**config.mk**
```make
export PLATFORM = sky130hd
export DESIGN_NAME = avt_cfg
export DESIGN_NICKNAME = d
export VERILOG_FILES = /design/src/rtl/avt_pkg.sv /design/src/rtl/avt_cfg.sv
export SDC_FILE = /design/constraint.sdc
export NUM_CORES = 1
export LEC_CHECK = 0
export ABC_AREA = 1
export BUFFER_PORTS_ARGS = -buffer_cell sky130_fd_sc_hd__buf_2
export CORE_AREA = 2 2 202 204
export CTS_CLUSTER_SIZE = 25
export DETAILED_ROUTE_END_ITERATION = 6
export DIE_AREA = 0 0 204 206
export GPL_TIMING_DRIVEN = 0
export PLACE_DENSITY = 0.81
export SLEW_MARGIN = 20
export SYNTH_ARGS = -nofsm -noshare
export SYNTH_HDL_FRONTEND = slang
export SYNTH_SLANG_ARGS = --single-unit
```
**constraint.sdc**
```tcl
create_clock -name i_clk -period 8.3 [get_ports i_clk]
set_clock_uncertainty 0.15 [all_clocks]
set_input_delay 0.83 -clock i_clk [delete_from_list [all_inputs] [get_ports i_clk]]
set_output_delay 0.83 -clock i_clk [all_outputs]
set_load 0.005 [all_outputs]
```
**src/rtl/avt_pkg.sv**
```systemverilog
// Shared constants, types and register codes of the affine vertex transform.
`timescale 1ns / 1ps
`default_nettype none

package avt_pkg;

    // Data widths
    localparam int COORD_W         = 32;
    localparam int COORD_FRAC_BITS = 16;
    localparam int COEF_W          = 32;
    localparam int PROD_W          = COORD_W + COEF_W;
    localparam int TRANS_W         = COEF_W + COORD_FRAC_BITS;
    // Three products of at most 2^62 in magnitude each plus the translation fit in 66 bits
    localparam int ACC_W           = PROD_W + 2;

    localparam int COEF_FRAC_BITS_DEF = 24;

    // Configuration port
    localparam int NUM_ROWS   = 3;
    localparam int NUM_REGS   = 2 * NUM_ROWS;
    localparam int CFG_DATA_W = 64;
    localparam int CFG_ADDR_W = 6;
    localparam int REG_IDX_W  = 3;

    localparam logic [CFG_DATA_W-1:0] CFG_RESET [NUM_REGS] = '{
        64'h0000_0000_0100_0000,  // m00 = 1.0
        64'h0000_0000_0000_0000,
        64'h0100_0000_0000_0000,  // m11 = 1.0
        64'h0000_0000_0000_0000,
        64'h0000_0000_0000_0000,
        64'h0000_0000_0100_0000   // m22 = 1.0
    };

    localparam logic signed [COORD_W-1:0] COORD_MAX = 32'sh7FFF_FFFF;
    localparam logic signed [COORD_W-1:0] COORD_MIN = 32'sh8000_0000;

    typedef enum logic [REG_IDX_W-1:0] {
        REG_X_COEFS_A = 3'd0,
        REG_X_COEFS_B = 3'd1,
        REG_Y_COEFS_A = 3'd2,
        REG_Y_COEFS_B = 3'd3,
        REG_Z_COEFS_A = 3'd4,
        REG_Z_COEFS_B = 3'd5
    } t_reg_idx;

    // One matrix row: a = {m_r1, m_r0}, b = {m_r3, m_r2}
    typedef struct packed {
        logic [CFG_DATA_W-1:0] coefs_a;
        logic [CFG_DATA_W-1:0] coefs_b;
    } t_row_coefs;

    // Load enables of the lane pipeline stages
    typedef struct packed {
        logic en_mul;
        logic en_sum;
        logic en_clamp;
    } t_pipe_ctl;

endpackage

`default_nettype wire

```
**src/rtl/avt_cfg.sv**
```systemverilog
// APB register file holding the three coefficient rows of the matrix.
`timescale 1ns / 1ps
`default_nettype none

module avt_cfg (
    input  wire logic                            i_clk,
    input  wire logic                            i_rst_n,
    input  wire logic                            psel,
    input  wire logic                            penable,
    input  wire logic                            pwrite,
    input  wire logic [avt_pkg::CFG_ADDR_W-1:0]  paddr,
    input  wire logic [avt_pkg::CFG_DATA_W-1:0]  pwdata,
    output logic      [avt_pkg::CFG_DATA_W-1:0]  prdata,
    output logic                                 pready,
    output avt_pkg::t_row_coefs                  o_rows [avt_pkg::NUM_ROWS]
);

    logic [avt_pkg::CFG_DATA_W-1:0] r_regs [avt_pkg::NUM_REGS];
    avt_pkg::t_reg_idx              reg_idx;
    logic                           wr_en;

    // Registers sit on 8-byte boundaries
    assign reg_idx = avt_pkg::t_reg_idx'(paddr[avt_pkg::CFG_ADDR_W-1:3]);
    assign wr_en   = psel & penable & pwrite;
    assign pready  = 1'b1;

    // Write a register; drop writes beyond the register list
    always_ff @(posedge i_clk) begin
        if (!i_rst_n) begin
            for (int i = 0; i < avt_pkg::NUM_REGS; i++) begin
                r_regs[i] <= avt_pkg::CFG_RESET[i];
            end
        end else if (wr_en) begin
            case (reg_idx)
                avt_pkg::REG_X_COEFS_A, avt_pkg::REG_X_COEFS_B,
                avt_pkg::REG_Y_COEFS_A, avt_pkg::REG_Y_COEFS_B,
                avt_pkg::REG_Z_COEFS_A, avt_pkg::REG_Z_COEFS_B: begin
                    r_regs[reg_idx] <= pwdata;
                end
                default: ;
            endcase
        end
    end

    // Read back
    always_comb begin
        case (reg_idx)
            avt_pkg::REG_X_COEFS_A, avt_pkg::REG_X_COEFS_B,
            avt_pkg::REG_Y_COEFS_A, avt_pkg::REG_Y_COEFS_B,
            avt_pkg::REG_Z_COEFS_A, avt_pkg::REG_Z_COEFS_B: begin
                prdata = r_regs[reg_idx];
            end
            default: prdata = '0;
        endcase
    end

    // Present the registers as rows
    always_comb begin
        for (int r = 0; r < avt_pkg::NUM_ROWS; r++) begin
            o_rows[r].coefs_a = r_regs[2*r];
            o_rows[r].coefs_b = r_regs[2*r+1];
        end
    end

endmodule

`default_nettype wire

```
==> reports/metrics.csv, run 1 <==
metric,value,unit
WL/cell,24.0,um
Slew Limit Headroom,35.3,%
Min-Delay Path Depth,3,
fmax,0.260,GHz
Rows,74,
number of global-route vias before repair,15800,
endpoints failing hold,0,
Die Area,42000,sq um
TritonRoute pass-1 iters,5,
sequential area share after synthesis,64.4,%
clk sink count,384,
Placement Cell Area,21500,sq um
CTS max path bufs,3,
biggest regs,r_regs x384,
ratio of final minimum period to clock period,46.4,%
Hold Path End,r_regs[5][51],
DR iter-0 viols,1680,
Die Y,206,um
GR Overflow Total,0,
M2 GR Usage,55.7,%
"Most Used Layer, Global Route",met2,
CTS tree,done,
Unique masters post-synth,18,
cell breakdown of the critical path,"buf_2, buf_2, clkbuf_1, o211ai_1, nand3_1, buf_2",
routed wire length,71900,um
Final setup viols,0,
most common cell in the netlist,nand2_1,
Yosys reg bits,384,
Num CTS Buffers,41,
first-pass GRT wire length,101000,um
largest net degree at the start of global routing,41,
syn_nets,1944,
synth top area cells,"edfxtp_1 64%, nand2_1 8.8%, inv_1 7.2%, nor2_1 6.7%, o211ai_1 4.4%",
# H-tree levels,2,
via/cell ratio,5.44,
fin area,22700,sq um
Worst path most repeated cell,buf_2,
# IOs,524,
GRT met3 Usage,8.39,%
via count,16300,
DRC Markers,0,
Crit path max-delay family,buffers and inverters,
CP max stage cell,clkbuf_1,
Maximum Capacitance Violations,0,
Startpoint Class,input pin,
layout cell share with drive strength beyond 1,29.2,%
Final Core Density,56.6,%
Starting Density,44.6,%
filler cell count,3472,
Biggest register,r_regs,
type of the worst min-delay path,input pin to register,
number of port buffers,517,
crit path max fanout,10,
Crit Path Category,input pin to primary output,
antenna violations before repair,5,
Synth Cell Area,17900,sq um
"Cell Count, Final, Fillers Out",3001,
required time of the critical path,7320,ps
worst slew pin tran,970,ps
Peak VDD IR,0.000183,V
CTS Hold Bufs,0,
Hold Startpoint,pwdata[51],
area grow syn2layout,26.9,%
Post-synth EDFFs,384,
Yosys warnings,0,
Synth area leader,edfxtp_1,
Pwr Density,206,nW/um^2
peak per-stage delay on the critical path,740,ps
RSZ-0062 raised after global routing,false,
"top cells by count, synth","421 x nand2_1, 384 x edfxtp_1, 344 x inv_1",
Placer Congestion,0.933,
total track usage,33.4,%
width of the die,204,um
CORE AREA,40200,sq um
post-route minimum period,3850,ps
clock-pin slew on the worst setup and hold paths,60,ps
Pleak,11.0,nW
Synth Instances,1869,
DRT antenna net count,0,
max reg flops,384,
Syn Area/Cell,9.59,sq um
NumNets Final,2513,
Global Route met1 Usage,39.8,%
Critical path buffers and inverters,4,
endpoint class of the critical path,primary output,
clk root buf,clkbuf_16,
post-placement cell count,2927,
post_cts resized,0,
DP Wirelength,51000,um
Post-CTS Setup Repair Bufs,0,
"Arr. time, crit path",2870,ps
Worst setup startpoint,paddr[3],
ys flop type,edfxtp_1,
status,completed,
Slew Limit Fails,0,
"FFs w/ async S/R, synth",0,%
post-synth top area share,64.4,%
## worst min-delay path, stage by stage
cell     delay [ps]
buf_2            90
nand2_1          60
inv_1            50
## worst max-delay path by stage
stage,end,cells after the start
floorplan,r_regs[5][0],6
global placement,r_regs[5][29],5
detailed placement,prdata[0],6
CTS,prdata[0],6
global route,prdata[0],6
finish,prdata[0],6
## cells in the final DEF (no fill, tap or decap), types with 7 or more instances in the layout
| cell | synthesis | layout |
|---|---|---|
| o211ai_1 | 104 | 104 |
| nand2_1 | 421 | 416 |
| clkinv_1 | 0 | 7 |
| inv_1 | 344 | 344 |
| nor2_1 | 321 | 321 |
| or2_2 | 64 | 64 |
| nand3_1 | 112 | 112 |
| clkbuf_1 | 30 | 38 |
| buf_16 | 0 | 7 |
| buf_2 | 57 | 574 |
| edfxtp_1 | 384 | 384 |
| buf_1 | 16 | 16 |
| clkbuf_16 | 0 | 41 |
## area by class of cell
class                   instances  area, sq um  share of cell area, %
clock buffers                  49         1060                   4.64
inverters                     346         1300                   5.71
diodes                          5         12.5                 0.0550
multi-input cells            1031         4640                   20.4
clock inverters                20          225                  0.990
well taps                     532          666                   2.93
repair buffers                526         2820                   12.4
plain buffers                 108          495                   2.18
flip-flops and latches        384        11500                   50.7
## logic make-up after synthesis
group | after synthesis | share of synthesized area [%]
other | 1 | 0.0209
buffers and inverters | 454 | 10.0
AO/OA/AOI/OAI | 105 | 4.39
flip-flops | 384 | 64.4
AND/OR/NAND/NOR | 925 | 21.2
## power by group
group | internal [mW] | switching (mW)
Sequential | 2.25 | 0.0731
Clock | 1.06 | 0.759
Combinational | 0.194 | 0.363
## metal layers
layer / part of all wire (%) / routed length (um)
met1: 35 / 25000
met2: 48 / 34800
met4: 5.1 / 3640
met3: 12 / 8380
met5: 0.022 / 16
## through the flow
stage	power, mW	hold slack (ps)	setup slack (ps)	setup TNS [ps]
6_report	4.69	419	4450	0
5_1_grt	4.81	420	4360	0
4_1_cts	4.69	381	4420	0
3_5_place_dp	2.90	974	4430	0
3_3_place_gp	2.89	972	-3590	-228850
2_1_floorplan	2.57	871	1710	0
(Power assumes the default switching activity.)
==> inputs of run 2 (changes only) <==
Settings changed: ABC_AREA 1 to 0, CORE_AREA 2 2 202 204 to 2 2 204 206, DIE_AREA 0 0 204 206 to 0 0 206 208, PLACE_DENSITY 0.81 to 0.78.
Clock period 8.3 ns to 3.7 ns, I/O delays scaled along.
==> reports/metrics.csv, run 2 <==
metric,value,unit
Synth area leader,edfxtp_1,
Pleak,9.55,nW
Post-CTS Setup Repair Bufs,0,
DR iter-0 viols,1232,
NumNets Final,1984,
hold slack,25.2,ps
TritonRoute pass-1 iters,5,
biggest regs,r_regs x384,
area of the multi-input gates,5250,sq um
Final setup viols,0,
Starting Density,42.3,%
worst slew pin tran,996,ps
number of global-route vias before repair,14000,
DP Wirelength,47100,um
"Cell Count, Final, Fillers Out",2474,
sequential cell area,11500,sq um
fmax,0.355,GHz
clk root buf,clkbuf_16,
Placer Congestion,0.857,
Startpoint Class,input pin,
Crit Path Category,input pin to primary output,
synth top area cells,"edfxtp_1 67%, mux2i_1 10%, nor2_1 4.2%, and2_2 2.8%, and3_1 2.4%",
clock-pin slew on the worst setup and hold paths,60,ps
Worst setup startpoint,paddr[5],
sequential area share after synthesis,67.2,%
ys flop type,edfxtp_1,
required time of the critical path,3180,ps
Synth Instances,1273,
Unique masters post-synth,28,
CP max stage cell,buf_1,
CTS Hold Bufs,52,
status,completed,
layout cell share with drive strength beyond 1,37.8,%
area grow syn2layout,32.6,%
via count,13600,
most common cell in the netlist,edfxtp_1,
most frequent cells in the layout,"551 x buf_2, 384 x edfxtp_1, 190 x nor2_1",
antenna violations before repair,5,
Rows,74,
number of port buffers,519,
CORE AREA,40600,sq um
ratio of final minimum period to clock period,76.2,%
# IOs,524,
critical path endpoint,prdata[0],
GR Overflow Total,0,
CTS tree,done,
Slew Limit Fails,0,
Die Y,208,um
post-synth top area share,67.2,%
DRC Markers,0,
clk sink count,384,
routed wire length,65300,um
type of the worst min-delay path,input pin to register,
Synth Cell Area,17200,sq um
WL/cell,26.4,um
max reg flops,384,
crit path max fanout,10,
"FFs w/ async S/R, synth",0,%
largest net degree at the start of global routing,35,
endpoints failing hold,0,
cell breakdown of the critical path,"buf_2, nand2b_1, buf_2, buf_1, o221ai_1, buf_2",
DRT antenna net count,0,
total track usage,29.8,%
Pwr Density,453,nW/um^2
filler cell count,3303,
Yosys reg bits,384,
"Arr. time, crit path",2300,ps
post-placement cell count,2347,
Maximum Capacitance Violations,0,
Syn Area/Cell,13.5,sq um
width of the die,206,um
Die Area,42800,sq um
RSZ-0062 raised after global routing,false,
"top cells by count, synth","384 x edfxtp_1, 190 x nor2_1, 172 x mux2i_1",
peak per-stage delay on the critical path,700,ps
Biggest register,r_regs,
endpoint class of the critical path,primary output,
post_cts resized,0,
CTS max path bufs,3,
via/cell ratio,5.50,
Setup TNS,0,ps
Yosys warnings,0,
Worst path most repeated cell,buf_2,
Slew Limit Headroom,33.6,%
Peak VDD IR,0.000370,V
"commonest non-fill, non-tap cell in the layout",buf_2,
syn_nets,1348,
Num CTS Buffers,40,
first-pass GRT wire length,92300,um
post-route minimum period,2820,ps
# H-tree levels,2,
Post-synth EDFFs,384,
[run 2: cell types whose count changed after synthesis, moves of 47 or more]
| cell | previous run | this run |
|---|---|---|
| o211ai_1 | 104 | 0 |
| nor2_1 | 321 | 190 |
| nand2_1 | 421 | 84 |
| and2_2 | 0 | 63 |
| o21ai_0 | 1 | 48 |
| or2_2 | 64 | 0 |
| and3_1 | 0 | 65 |
| mux2i_1 | 0 | 172 |
| inv_1 | 344 | 2 |
| and2_1 | 0 | 64 |
| nand3_1 | 112 | 1 |
[run 2: final cells by class]
class	instances	area share, %
sequential	384	50.6
multi-input combinational	789	23.1
timing repair buffer	594	15.8
clock buffer	50	4.65
tap	532	2.92
buffer	98	1.95
clock inverter	21	0.852
antenna	4	0.0440
inverter	2	0.0330
[run 2: critical path: cells and delay by family]
kind / cells / cell delay [ps]
AOI/OAI and AO/OA: 1 / 350
buffers and inverters: 4 / 1420
and+or+nand+nor: 1 / 140
[run 2: report_power, final]
part           internal [mW]  switching [mW]
clock network           2.25            1.64
logic                  0.523           0.708
registers               5.04           0.166
[run 2: cell families after synthesis]
family / share of synthesized area [%]
AND/OR/NAND/NOR: 14.1
multiplexers: 11.3
flip-flops: 67.2
AO/OA/AOI/OAI: 4.74
buffers and inverters: 2.62
other: 0.0218
[run 2: worst min-delay path by stage]
stage	start	endpoint	slack (ps)	depth (start not counted)
after floorplan	pwdata[24]	r_regs[5][24]	390	1
after global placement	pwdata[45]	r_regs[1][45]	540	2
after detailed placement	pwdata[8]	r_regs[1][8]	540	2
after CTS	pwdata[39]	r_regs[5][39]	0.09	2
after global routing	pwdata[39]	r_regs[5][39]	4	2
final	pwdata[62]	r_regs[5][62]	30	2
[run 2: layer usage]
layer	track usage, %	part of all wire [%]	up-vias
met5	0	0	-
met4	13.0	3.8	0
met3	7.42	9.9	158
met2	52.4	51	866
met1	34.2	35	6677
li1	-	-	5914
[run 2: through the flow]
stage               worst slack (ps)  area (sq um)  total power [mW]  utilization (%)
finish                           880         22800              10.3             56.1
CTS                              910         22800              10.3             56.1
global placement               -4090         20400              6.39             50.4
detailed placement               465         21000              6.45             51.7
global route                     823         22800              10.6             56.1
floorplan                       -737         17200              5.72                -
